`config.mk`:
```
export PLATFORM = sky130hd
export DESIGN_NAME = morse_symbol_encoder_top
export DESIGN_NICKNAME = d
export VERILOG_FILES = /design/src/hw/rtl/mse_pkg.sv /design/src/hw/rtl/mse_lookup.sv /design/src/hw/rtl/mse_serializer.sv /design/src/hw/rtl/morse_symbol_encoder_top.sv
export SDC_FILE = /design/constraint.sdc
export NUM_CORES = 1
export LEC_CHECK = 0
export ABC_AREA = 1
export BUFFER_PORTS_ARGS = -buffer_cell sky130_fd_sc_hd__buf_2
export CORE_ASPECT_RATIO = 1.2
export CORE_MARGIN = 3
export CORE_UTILIZATION = 45
export CTS_CLUSTER_SIZE = 25
export DETAILED_ROUTE_END_ITERATION = 8
export SYNTH_ARGS = -nofsm -noshare
export SYNTH_HDL_FRONTEND = slang
export SYNTH_SLANG_ARGS = --single-unit
```
`constraint.sdc`:
```
create_clock -name clk -period 3.1 [get_ports clk]
set_input_delay 0.155 -clock clk [delete_from_list [all_inputs] [get_ports clk]]
set_output_delay 0.155 -clock clk [all_outputs]
set_load 0.02 [all_outputs]
```
`src/hw/rtl/mse_pkg.sv`:
```
// Package for the Morse symbol encoder: types, symbol codes, character index and code ROM.
`timescale 1ns / 1ps
package mse_pkg;

	// Morse elements on the output
	typedef enum logic [1:0] {
		SYM_DOT  = 2'd0,
		SYM_DASH = 2'd1,
		SYM_SEP  = 2'd2
	} symbol_t;

	localparam int unsigned IDX_W  = 6;
	localparam int unsigned ADDR_W = IDX_W + 1;
	localparam int unsigned PAT_W  = 7;

	// One ROM word: dot/dash pattern (first element at MSB), element count, separator count
	typedef struct packed {
		logic [2:0]       n_elem;
		logic [PAT_W-1:0] pat;
		logic [1:0]       n_sep;
	} code_t;

	typedef struct packed {
		logic             hit;
		logic [IDX_W-1:0] idx;
	} char_idx_t;

	// Lookup stage to serializer
	typedef struct packed {
		logic  valid;
		logic  hit;
		code_t code;
	} s1_t;

	// Table slots: letters 0..25, digits 26..35, then space, period, Polish letters
	localparam logic [IDX_W-1:0] IDX_DIGIT0   = 6'd26;
	localparam logic [IDX_W-1:0] IDX_SPACE    = 6'd36;
	localparam logic [IDX_W-1:0] IDX_PERIOD   = 6'd37;
	localparam logic [IDX_W-1:0] IDX_A_OGONEK = 6'd38;
	localparam logic [IDX_W-1:0] IDX_C_ACUTE  = 6'd39;
	localparam logic [IDX_W-1:0] IDX_E_OGONEK = 6'd40;
	localparam logic [IDX_W-1:0] IDX_L_STROKE = 6'd41;
	localparam logic [IDX_W-1:0] IDX_N_ACUTE  = 6'd42;
	localparam logic [IDX_W-1:0] IDX_O_ACUTE  = 6'd43;
	localparam logic [IDX_W-1:0] IDX_S_ACUTE  = 6'd44;
	localparam logic [IDX_W-1:0] IDX_Z_ACUTE  = 6'd45;
	localparam logic [IDX_W-1:0] IDX_Z_DOT    = 6'd46;

	// Case fold and slot lookup in one step; upper and lower case share a slot
	function automatic char_idx_t char_index(input logic [15:0] c);
		char_idx_t r;
		r.hit = 1'b1;
		r.idx = '0;
		case (c) inside
			[16'd65:16'd90]:   r.idx = IDX_W'(c - 16'd65);
			[16'd97:16'd122]:  r.idx = IDX_W'(c - 16'd97);
			[16'd48:16'd57]:   r.idx = IDX_W'(c - 16'd48) + IDX_DIGIT0;
			16'd32:            r.idx = IDX_SPACE;
			16'd46:            r.idx = IDX_PERIOD;
			16'd260, 16'd261:  r.idx = IDX_A_OGONEK;
			16'd262, 16'd263:  r.idx = IDX_C_ACUTE;
			16'd280, 16'd281:  r.idx = IDX_E_OGONEK;
			16'd321, 16'd322:  r.idx = IDX_L_STROKE;
			16'd323, 16'd324:  r.idx = IDX_N_ACUTE;
			16'd211, 16'd243:  r.idx = IDX_O_ACUTE;
			16'd346, 16'd347:  r.idx = IDX_S_ACUTE;
			16'd377, 16'd378:  r.idx = IDX_Z_ACUTE;
			16'd379, 16'd380:  r.idx = IDX_Z_DOT;
			default:           r.hit = 1'b0;
		endcase
		return r;
	endfunction

	// Pattern given right-aligned in n bits (1 = dash), stored left-aligned
	function automatic code_t mc(input logic [2:0] n, input logic [PAT_W-1:0] pat_r,
			input logic [1:0] s);
		code_t r;
		r.n_elem = n;
		r.pat    = pat_r << (3'd7 - n);
		r.n_sep  = s;
		return r;
	endfunction

	// Code ROM contents, address {variant, slot}
	function automatic code_t rom_word(input logic [ADDR_W-1:0] addr);
		code_t            r;
		logic [IDX_W-1:0] i;
		i = addr[IDX_W-1:0];
		// base table: Polish letters fall back to their base letter
		if (!addr[ADDR_W-1]) begin
			case (i)
				IDX_A_OGONEK: i = 6'd0;
				IDX_C_ACUTE:  i = 6'd2;
				IDX_E_OGONEK: i = 6'd4;
				IDX_L_STROKE: i = 6'd11;
				IDX_N_ACUTE:  i = 6'd13;
				IDX_O_ACUTE:  i = 6'd14;
				IDX_S_ACUTE:  i = 6'd18;
				IDX_Z_ACUTE:  i = 6'd25;
				IDX_Z_DOT:    i = 6'd25;
				default:      i = addr[IDX_W-1:0];
			endcase
		end
		case (i)
			6'd0:  r = mc(3'd2, 7'b01, 2'd1);
			6'd1:  r = mc(3'd4, 7'b1000, 2'd1);
			6'd2:  r = mc(3'd4, 7'b1010, 2'd1);
			6'd3:  r = mc(3'd3, 7'b100, 2'd1);
			6'd4:  r = mc(3'd1, 7'b0, 2'd1);
			6'd5:  r = mc(3'd4, 7'b0010, 2'd1);
			6'd6:  r = mc(3'd3, 7'b110, 2'd1);
			6'd7:  r = mc(3'd4, 7'b0000, 2'd1);
			6'd8:  r = mc(3'd2, 7'b00, 2'd1);
			6'd9:  r = mc(3'd4, 7'b0111, 2'd1);
			6'd10: r = mc(3'd3, 7'b101, 2'd1);
			6'd11: r = mc(3'd4, 7'b0100, 2'd1);
			6'd12: r = mc(3'd2, 7'b11, 2'd1);
			6'd13: r = mc(3'd2, 7'b10, 2'd1);
			6'd14: r = mc(3'd3, 7'b111, 2'd1);
			6'd15: r = mc(3'd4, 7'b0110, 2'd1);
			6'd16: r = mc(3'd4, 7'b1101, 2'd1);
			6'd17: r = mc(3'd3, 7'b010, 2'd1);
			6'd18: r = mc(3'd3, 7'b000, 2'd1);
			6'd19: r = mc(3'd1, 7'b1, 2'd1);
			6'd20: r = mc(3'd3, 7'b001, 2'd1);
			6'd21: r = mc(3'd4, 7'b0001, 2'd1);
			6'd22: r = mc(3'd3, 7'b011, 2'd1);
			6'd23: r = mc(3'd4, 7'b1001, 2'd1);
			6'd24: r = mc(3'd4, 7'b1011, 2'd1);
			6'd25: r = mc(3'd4, 7'b1100, 2'd1);
			6'd26: r = mc(3'd5, 7'b11111, 2'd1);
			6'd27: r = mc(3'd5, 7'b01111, 2'd1);
			6'd28: r = mc(3'd5, 7'b00111, 2'd1);
			6'd29: r = mc(3'd5, 7'b00011, 2'd1);
			6'd30: r = mc(3'd5, 7'b00001, 2'd1);
			6'd31: r = mc(3'd5, 7'b00000, 2'd1);
			6'd32: r = mc(3'd5, 7'b10000, 2'd1);
			6'd33: r = mc(3'd5, 7'b11000, 2'd1);
			6'd34: r = mc(3'd5, 7'b11100, 2'd1);
			6'd35: r = mc(3'd5, 7'b11110, 2'd1);
			IDX_SPACE:    r = mc(3'd0, 7'b0, 2'd1);
			IDX_PERIOD:   r = mc(3'd0, 7'b0, 2'd2);
			IDX_A_OGONEK: r = mc(3'd4, 7'b0101, 2'd1);
			IDX_C_ACUTE:  r = mc(3'd5, 7'b10100, 2'd1);
			IDX_E_OGONEK: r = mc(3'd5, 7'b00100, 2'd1);
			IDX_L_STROKE: r = mc(3'd5, 7'b01001, 2'd1);
			IDX_N_ACUTE:  r = mc(3'd5, 7'b11011, 2'd1);
			IDX_O_ACUTE:  r = mc(3'd4, 7'b1110, 2'd1);
			IDX_S_ACUTE:  r = mc(3'd7, 7'b0001000, 2'd1);
			IDX_Z_ACUTE:  r = mc(3'd5, 7'b11001, 2'd1);
			IDX_Z_DOT:    r = mc(3'd6, 7'b110010, 2'd1);
			default:      r = mc(3'd0, 7'b0, 2'd1);
		endcase
		return r;
	endfunction

endpackage

```
`src/hw/rtl/mse_lookup.sv`:
```
// Input stage of the Morse symbol encoder: character slot lookup and synchronous code ROM read.
`timescale 1ns / 1ps
module mse_lookup (
	input  logic              clk,
	input  logic              arst_n,
	input  logic              in_valid,
	output logic              in_stall,
	input  logic [15:0]       char_code,
	input  logic              variant,
	input  logic              load_ok,
	output mse_pkg::s1_t      s1
);

	mse_pkg::char_idx_t ci;
	logic               valid_s1;
	logic               hit_s1;
	mse_pkg::code_t     code_s1;

	assign ci = mse_pkg::char_index(char_code);

	// a miss leaves the stage at once; a hit waits for the serializer
	assign in_stall = valid_s1 && hit_s1 && !load_ok;

	always_ff @(posedge clk or negedge arst_n) begin
		if (!arst_n) begin
			valid_s1 <= 1'b0;
		end else if (!in_stall) begin
			valid_s1 <= in_valid;
		end
	end

	// ROM read, registered
	always_ff @(posedge clk) begin
		if (!in_stall) begin
			hit_s1  <= ci.hit;
			code_s1 <= mse_pkg::rom_word({variant, ci.idx});
		end
	end

	assign s1.valid = valid_s1;
	assign s1.hit   = hit_s1;
	assign s1.code  = code_s1;

endmodule

```
`src/hw/rtl/mse_serializer.sv`:
```
// Output stage of the Morse symbol encoder: expands one code word into single symbols.
`timescale 1ns / 1ps
module mse_serializer (
	input  logic              clk,
	input  logic              arst_n,
	input  mse_pkg::s1_t      s1,
	output logic              load_ok,
	output logic              out_valid,
	input  logic              out_stall,
	output logic [1:0]        symbol,
	output logic              last
);

	logic                      valid_q;
	logic [2:0]                elem_cnt_q;
	logic [mse_pkg::PAT_W-1:0] pat_q;
	logic [1:0]                sep_cnt_q;
	logic                      fire;
	logic                      load;

	assign out_valid = valid_q;
	assign last      = (elem_cnt_q == 3'd0) && (sep_cnt_q == 2'd1);
	assign symbol    = (elem_cnt_q != 3'd0)
		? (pat_q[mse_pkg::PAT_W-1] ? mse_pkg::SYM_DASH : mse_pkg::SYM_DOT)
		: mse_pkg::SYM_SEP;

	assign fire    = valid_q && !out_stall;
	assign load_ok = !valid_q || (fire && last);
	assign load    = load_ok && s1.valid && s1.hit;

	always_ff @(posedge clk or negedge arst_n) begin
		if (!arst_n) begin
			valid_q <= 1'b0;
		end else if (load) begin
			valid_q <= 1'b1;
		end else if (fire && last) begin
			valid_q <= 1'b0;
		end
	end

	always_ff @(posedge clk) begin
		if (load) begin
			elem_cnt_q <= s1.code.n_elem;
			pat_q      <= s1.code.pat;
			sep_cnt_q  <= s1.code.n_sep;
		end else if (fire) begin
			if (elem_cnt_q != 3'd0) begin
				elem_cnt_q <= elem_cnt_q - 3'd1;
				pat_q      <= pat_q << 1;
			end else begin
				sep_cnt_q  <= sep_cnt_q - 2'd1;
			end
		end
	end

	// an active word always has a separator left to send
	a_sep_pending: assert property (@(posedge clk) disable iff (!arst_n)
		valid_q |-> (sep_cnt_q != 2'd0))
		else $error("serializer active with no separator pending");

	// no character runs past eight symbols
	a_max_len: assert property (@(posedge clk) disable iff (!arst_n)
		valid_q |-> (({1'b0, elem_cnt_q} + {2'b0, sep_cnt_q}) <= 4'd8))
		else $error("serializer holds more than eight symbols");

	// after the final symbol goes out with nothing to load, the output goes idle
	a_idle_after_last: assert property (@(posedge clk) disable iff (!arst_n)
		(fire && last && !(s1.valid && s1.hit)) |=> !out_valid)
		else $error("output valid held after last symbol");

	// a non-final symbol leaves the output valid
	a_hold_mid: assert property (@(posedge clk) disable iff (!arst_n)
		(valid_q && !last) |=> out_valid)
		else $error("output dropped in the middle of a character");

endmodule

```
`src/hw/rtl/morse_symbol_encoder_top.sv`:
```
// Top level of the Morse symbol encoder.
`timescale 1ns / 1ps
// Usage:
//   Input channel in_valid/in_stall carries char_code, one UTF-16 code unit per
//   transaction. Output channel out_valid/out_stall carries symbol (0 dot,
//   1 dash, 2 separator) and last, set on the final symbol of a character.
//   Config channel cfg_valid/cfg_ready writes code_variant (0 base codes for
//   Polish letters, 1 Polish extended codes); cfg_ready is always high. Write
//   it only while no character is in flight.
//   A character accepted on the input is registered in the lookup stage, then
//   loaded into the serializer, whose registers drive its first symbol.
//   A character has 1 to 8 symbols; the next character is looked up
//   meanwhile, so symbols stream with no gap. Unknown characters produce
//   no output and do not wait for the serializer in the lookup stage. The
//   single output channel, one symbol per cycle when not stalled, sets
//   the rate. A stall on the output holds the current symbol; once the lookup
//   register is full, in_stall rises. Reset clears both stages and sets the
//   stored code_variant to 0.
module morse_symbol_encoder_top (
	input  logic        clk,
	input  logic        arst_n,
	input  logic        in_valid,
	output logic        in_stall,
	input  logic [15:0] char_code,
	output logic        out_valid,
	input  logic        out_stall,
	output logic [1:0]  symbol,
	output logic        last,
	input  logic        cfg_valid,
	output logic        cfg_ready,
	input  logic        code_variant
);

	logic         variant_q;
	logic         load_ok;
	mse_pkg::s1_t s1;

	assign cfg_ready = 1'b1;

	always_ff @(posedge clk or negedge arst_n) begin
		if (!arst_n) begin
			variant_q <= 1'b0;
		end else if (cfg_valid && cfg_ready) begin
			variant_q <= code_variant;
		end
	end

	mse_lookup u_lookup (
		.clk       (clk),
		.arst_n    (arst_n),
		.in_valid  (in_valid),
		.in_stall  (in_stall),
		.char_code (char_code),
		.variant   (variant_q),
		.load_ok   (load_ok),
		.s1        (s1)
	);

	mse_serializer u_serializer (
		.clk       (clk),
		.arst_n    (arst_n),
		.s1        (s1),
		.load_ok   (load_ok),
		.out_valid (out_valid),
		.out_stall (out_stall),
		.symbol    (symbol),
		.last      (last)
	);

endmodule
```
**Yosys cells after proc, flatten, opt, wreduce, memory -nomap -nowiden**

Memories as Yosys holds them, arrays and structs flattened. A register that Yosys moved wholly into a read port is not among the register bits.
Index checks and enable logic that the tools add are counted.

- Memories kept: 1
- Input bits: 22
- Word-level logic and storage cells: 116
- Output and inout port bits: 6
- Bits in read-only memories: 640
- Register bits: 23

- Equality and inequality tests: 31
- Mux-type cells: 31
- Magnitude comparators: 6
- Add/sub/neg operators: 6
- Reductions and logical operators: 33

Memory list:

| memory | words | bits a word | rd ports | clocked after memory_dff | write ports | line | RTL |
|---|---|---|---|---|---|---|---|
| (name not given) | 64 | 10 | 1 | 1 | 0 | mse_pkg.sv:104 | `case (i)` |

Operators with widths:

| operator | number |
|---|---|
| $eq A16 B9 Y1 const B | 16 |
| $mux W6 | 16 |
| $eq A6 B6 Y1 const B | 9 |
| $pmux W6 S8 | 1 |
| $eq A16 B6 Y1 const B | 2 |
| $eq A16 B8 Y1 const B | 2 |
| $ge A16 B7 Y1 const B | 2 |
| $le A16 B7 Y1 const B | 2 |
| $mux W7 | 3 |
| $reduce_or A21 Y1 | 1 |
| $reduce_or A2 Y1 | 10 |
| $ge A16 B6 Y1 const B | 1 |
| $le A16 B6 Y1 const B | 1 |
| $sub A6 B6 Y6 const B | 2 |
| $logic_and A1 B1 Y1 | 10 |
| $mux W3 | 3 |
| $mux W2 | 4 |
| $add A6 B5 Y6 const B | 1 |
| $reduce_bool A2 Y1 | 3 |
| $sub A6 B1 Y6 const B | 1 |
| $logic_not A1 Y1 | 4 |
| $mux W1 | 4 |
| $reduce_and A2 Y1 | 2 |
| $logic_not A3 Y1 | 1 |
| 6 further kinds | 6 |

**Logic depth before layout (Yosys ltp)**

- Word-level depth: 21
- Gate-level depth with buffers: 28
- Gate-level depth less buffers: 27

**By module**

Synthesis repeated with hierarchy kept, for this count alone.

- Cells, all modules: 454
- Area, all modules: 3,005.4 um^2

By module, submodules not included:

| module | cells each | sequential area each (um^2) | area an instance (um^2) | instances |
|---|---|---|---|---|
| mse_lookup | 371 | 355.3 | 2,243.4 | 1 |
| mse_serializer | 76 | 385.4 | 710.7 | 1 |
| morse_symbol_encoder_top | 7 | 25.0 | 51.3 | 1 |

**Worst setup path after synthesis**

No wires, ideal clock.

- Path type: input -> register
- From: input port char_code[0]
- To: register, netlist name u_lookup.s1[6]
- Path buffers: 0
- Data required time: 2.841 ns
- Cell stages on the path: 24
- Slack: 0.141 ns
- Arrival time: 2.700 ns
- Setup time: 0.259 ns
- Path through: inv_1 -> ha_1 -> inv_1 -> nand2_1 -> nand2_1 -> nand2_1 -> nand3_2 -> or2_0 -> nand3_1 -> nor2_1 -> nor2_2 -> nand4_1 -> nand2_2 -> nand2_4 -> nand2_4 -> nand2_1 -> nand2_4 -> inv_2 -> ha_1 -> inv_1 -> nand2_1 -> a21boi_1 -> a22oi_1 -> nand2_1

- Longest elaborated chain between the ends: 21

Ends and longest elaborated chain:

| element | line | RTL |
|---|---|---|
| from (decl) | morse_symbol_encoder_top.sv:24 | `input logic [15:0] char_code,` |
| $eq A16 B9 Y1 | mse_lookup.sv:19 | `assign ci = mse_pkg::char_index(char_code);` |
| $reduce_or A2 Y1 | mse_pkg.sv:54 | `case (c) inside` |
| $mux W6 (13 in series) | mse_pkg.sv:54 |  |
| $mux W6 (*) | mse_pkg.sv:54 |  |
| $eq A6 B6 Y1 | mse_pkg.sv:91 | `case (i)` |
| $reduce_or A2 Y1 (no source line) | n/a |  |
| $pmux W6 S8 | mse_pkg.sv:91 |  |
| $mux W6 (*) | mse_pkg.sv:90 | `if (!addr[ADDR_W-1]) begin` |
| $mux W6 (*) | mse_lookup.sv:34 | `if (!in_stall) begin` |

Mark *: on every way between the ends. The rest lies on a longest branch, timed or not. The select of a mux whose other input is x is not followed.
A chain may end at the register's enable or synchronous reset.

**Worst setup path in the final report**

- From: input port char_code[1]
- To: register, netlist name u_lookup.s1[6]

- Longest elaborated chain between the ends: 21

Ends and longest elaborated chain:

| element | line |
|---|---|
| $eq A16 B9 Y1 | mse_lookup.sv:19 |
| $reduce_or A2 Y1 | mse_pkg.sv:54 |
| $mux W6 (13 in series) | mse_pkg.sv:54 |
| $mux W6 (*) | mse_pkg.sv:54 |
| $eq A6 B6 Y1 | mse_pkg.sv:91 |
| $reduce_or A2 Y1 (no source line) | n/a |
| $pmux W6 S8 | mse_pkg.sv:91 |
| $mux W6 (*) | mse_pkg.sv:90 |
| $mux W6 (*) | mse_lookup.sv:34 |

Marks and branches as above.

==> impl_metrics.ini <==
[worst_setup_path]
rr_startpoint = u_serializer.elem_cnt_q[0]
startpoint = char_code[1]
path_max_fanout = 5
r2r_slack_ns = 0.79
r2r_end = u_serializer.pat_q[6]
worst_ep_arrival_time_ns = 3.02
crit_end = u_lookup.s1[6]
crit_required_ns = 3.11
end_kind = flip-flop
worstSetupStartpointType = primary input
crit_type = primary input to flip-flop
reg2reg_depth = 8

[synthesis]
syn_area_um2 = 2917
yosysWarnings = 0
synthTopCellsByArea = edfxtp_1, nand2_1, nand3_1
synth.distinct_cells = 39
synth-edff-count = 21
synthCells = 448
yosysSeqAreaShare = 0.2420
synth.largest_area_cell = edfxtp_1
syn_avg_cell_area_um2 = 6.510
yosysTopAreaCellShare = 0.2162
synth_seq_cells = 24
synthFlopType = edfxtp_1
synthArstFlopShare = 0.1250
synth_fp_nets = 486

[final_layout]
area_growth_pct = 52.85
final_layout_size_suffix_gt1_frac = 0.4707
design_area_um2 = 4458
fin_cells = 662
antennaDiodeCount = 0
nets = 619
fillCellCount = 485
post-route-util = 0.7229

[routing]
drt_iter0_drc = 173
antenna_left = 0
drc = 0
drt_first_pass_iters = 5
wl_mm = 9.324
vias = 3417
viasPerCell = 5.162
wl_per_cell_um = 14.08

[grt]
grt_use_total = 0.2372
grt_pass1_vias = 3258
grt_max_degree = 17
grt_pass1_wl_mm = 13.98
overflow = 0
antenna_found_initial = 0

[floorplan]
die_area_um2 = 7487
dieHeight_um = 94.19
core_um2 = 6167
std_cell_rows = 31
die_w_um = 79.49
pin_count = 28
start_util = 0.4729

[sta]
worstMarginPinSlew_ns = 1.092
final-setup-viol-count = 0
timing.fmax_mhz = 333.0
drv_slew = 0
period_share = 0.9688
period_minus_slack_ns = 3.003
relSlewSlack = 0.2641
hold_violations = 0
skew_ns = 0.001422

[clocking]
cts.sinks = 24
cts_buffers = 3
cts_buffer_depth = 2
cts_max_level = 1
cts_tree = built
clkTransAtPathRegs_ns = 0.07
clk-insertion-delay-late_ns = 0.25
clk_root_buffer_cell = clkbuf_8

[power]
power.density_nw_per_um2 = 167.6
pwr-share-seq = 0.496
combPwrFrac = 0.269
swShare = 0.2738
peakVddDrop_mv = 0.1695
switchingPower_w = 0.0002046
leakagePower_nw = 2.200
pwr-share-clk = 0.236
power.internal_w = 0.0005425

[place]
place.port_buffers = 26
place_area_um2 = 3761
hpwl_mm = 7.222
place_inst = 639
gp_congestion = 0.9807

[job]
max_cap_violations = 0

[status]
status = finished clean

[worst_hold_path]
holdPathStages = 2
min_path_type = primary input to flip-flop
==> power groups by stage <==
stage	registers [W]	logic (W)	clock network (W)
floorplan	0.000379	0.0000879	0
global placement	0.000377	0.000160	0
detailed placement	0.000378	0.000163	0
CTS	0.000370	0.000165	0.000183
global route	0.000372	0.000217	0.000197
finish	0.000370	0.000201	0.000176
==> cell type report <==
class | count | area (um2) | share of cell area
Clock buffer | 4 | 45.04 | 0.01010
Inverter | 62 | 255.2 | 0.05726
Multi-Input combinational cell | 352 | 2307 | 0.5175
Sequential cell | 24 | 705.7 | 0.1583
Tap cell | 82 | 102.6 | 0.02301
Timing Repair Buffer | 138 | 1042 | 0.2338
==> flip-flops by register name, summed over array words and instances (netlist names) <==
signal / count
variant_q: 1
u_serializer.elem_cnt_q: 3
u_lookup.hit_s1: 1
u_serializer.out_valid: 1
u_lookup.valid_s1: 1
u_serializer.pat_q: 5
u_lookup.s1: 10
u_serializer.sep_cnt_q: 2
==> layout by cell type, fill, tap and decap left out, types with 5 or more instances in the layout <==
| cell | netlist | final |
|---|---|---|
| nand2_2 | 12 | 24 |
| a21oi_1 | 19 | 17 |
| o211ai_1 | 6 | 6 |
| edfxtp_1 | 21 | 21 |
| nand3_1 | 59 | 45 |
| mux2_2 | 5 | 5 |
| nor2_2 | 9 | 19 |
| nand3_2 | 1 | 12 |
| buf_6 | 4 | 9 |
| inv_1 | 50 | 44 |
| inv_2 | 11 | 13 |
| ha_4 | 0 | 6 |
| buf_2 | 0 | 22 |
| nand2_1 | 111 | 94 |
| nor2_4 | 6 | 17 |
| ha_1 | 16 | 8 |
| nand2_4 | 5 | 8 |
| o21ai_1 | 10 | 8 |
| o21ai_2 | 3 | 7 |
| buf_4 | 5 | 103 |
| nor2_1 | 57 | 36 |
| o21ai_0 | 8 | 5 |
| nand4_1 | 8 | 8 |
==> cells in the mapped netlist, types with 3 or more instances <==
cell,number
nand4_1,8
xor2_1,3
nand2_1,111
buf_4,5
dfrtp_1,3
nand3_1,59
buf_6,4
nor2_1,57
mux2_2,5
nor2_4,6
o21ai_1,10
o21ai_0,8
inv_2,11
nor2_2,9
ha_1,16
o21ai_2,3
edfxtp_1,21
inv_1,50
nand2_4,5
nand2_2,12
o211ai_1,6
a21oi_1,19
==> kinds of logic after synthesis <==
logic type,synth area share
compound gates,0.09867
xor+xnor,0.01201
fa+ha+maj,0.06864
buf+inv,0.1103
flops,0.2420
mux,0.01930
other cells,0.001286
simple gates,0.4479
==> per-stage QoR <==
step	setup WS, ns	hold WS [ns]	TNS (ns)	total power, W
after CTS	0.005891	0.08527	0	0.0007181
final	0.09682	0.08971	0	0.0007471
after floorplan	0.1406	-0.1406	0	0.0004669
after detailed placement	-0.3204	-0.04074	-2.673	0.0005407
after global placement	-0.3147	-0.04661	-2.257	0.0005375
after global routing	-0.06226	0.09331	-0.2594	0.0007854
==> worst min path at each step <==
stage / startpoint / end / slack [ns]
floorplan: arst_n / u_lookup.valid_s1 / -0.14
global placement: arst_n / variant_q / -0.05
detailed placement: arst_n / variant_q / -0.04
CTS: in_valid / u_lookup.valid_s1 / 0.09
global route: in_valid / u_lookup.valid_s1 / 0.09
finish: in_valid / u_lookup.valid_s1 / 0.09
==> repair_timing <==
action | in CTS | in global routing
pin swaps | 1 | 43
buffers inserted | 2 | 16
endpoints found under the hold margin | 3 | 0
gates resized for setup | 5 | 127
setup endpoints to repair | 6 | 10
hold buffers | 1 | 0
==> critical path, stage by stage <==
cell	delay, ns
buf_6	0.11
buf_6	0.12
ha_4	0.16
nor2_4	0.12
buf_6	0.10
inv_1	0.03
o211ai_1	0.17
nand3_1	0.14
nor2_4	0.18
nor2_4	0.05
nor2_4	0.15
nand4_1	0.20
buf_4	0.20
inv_2	0.05
nand2_2	0.05
nand2_1	0.06
nor2_1	0.04
nand2_1	0.10
nand2_4	0.11
buf_6	0.13
ha_1	0.16
inv_1	0.06
nor2_2	0.04
nand2_1	0.09
nand3_1	0.08
nand2_1	0.08
nand2_1	0.06
==> metal layers <==
| metal | global-route usage | up-vias | wire length (um) |
|---|---|---|---|
| met5 | 0 | - | 0 |
| met4 | 0.1232 | 0 | 493 |
| met3 | 0.01919 | 35 | 257 |
| met2 | 0.4916 | 101 | 5302 |
| met1 | 0.2206 | 1557 | 3270 |
| li1 | - | 1724 | - |
No activity file was read; power rests on OpenSTA's default activity.
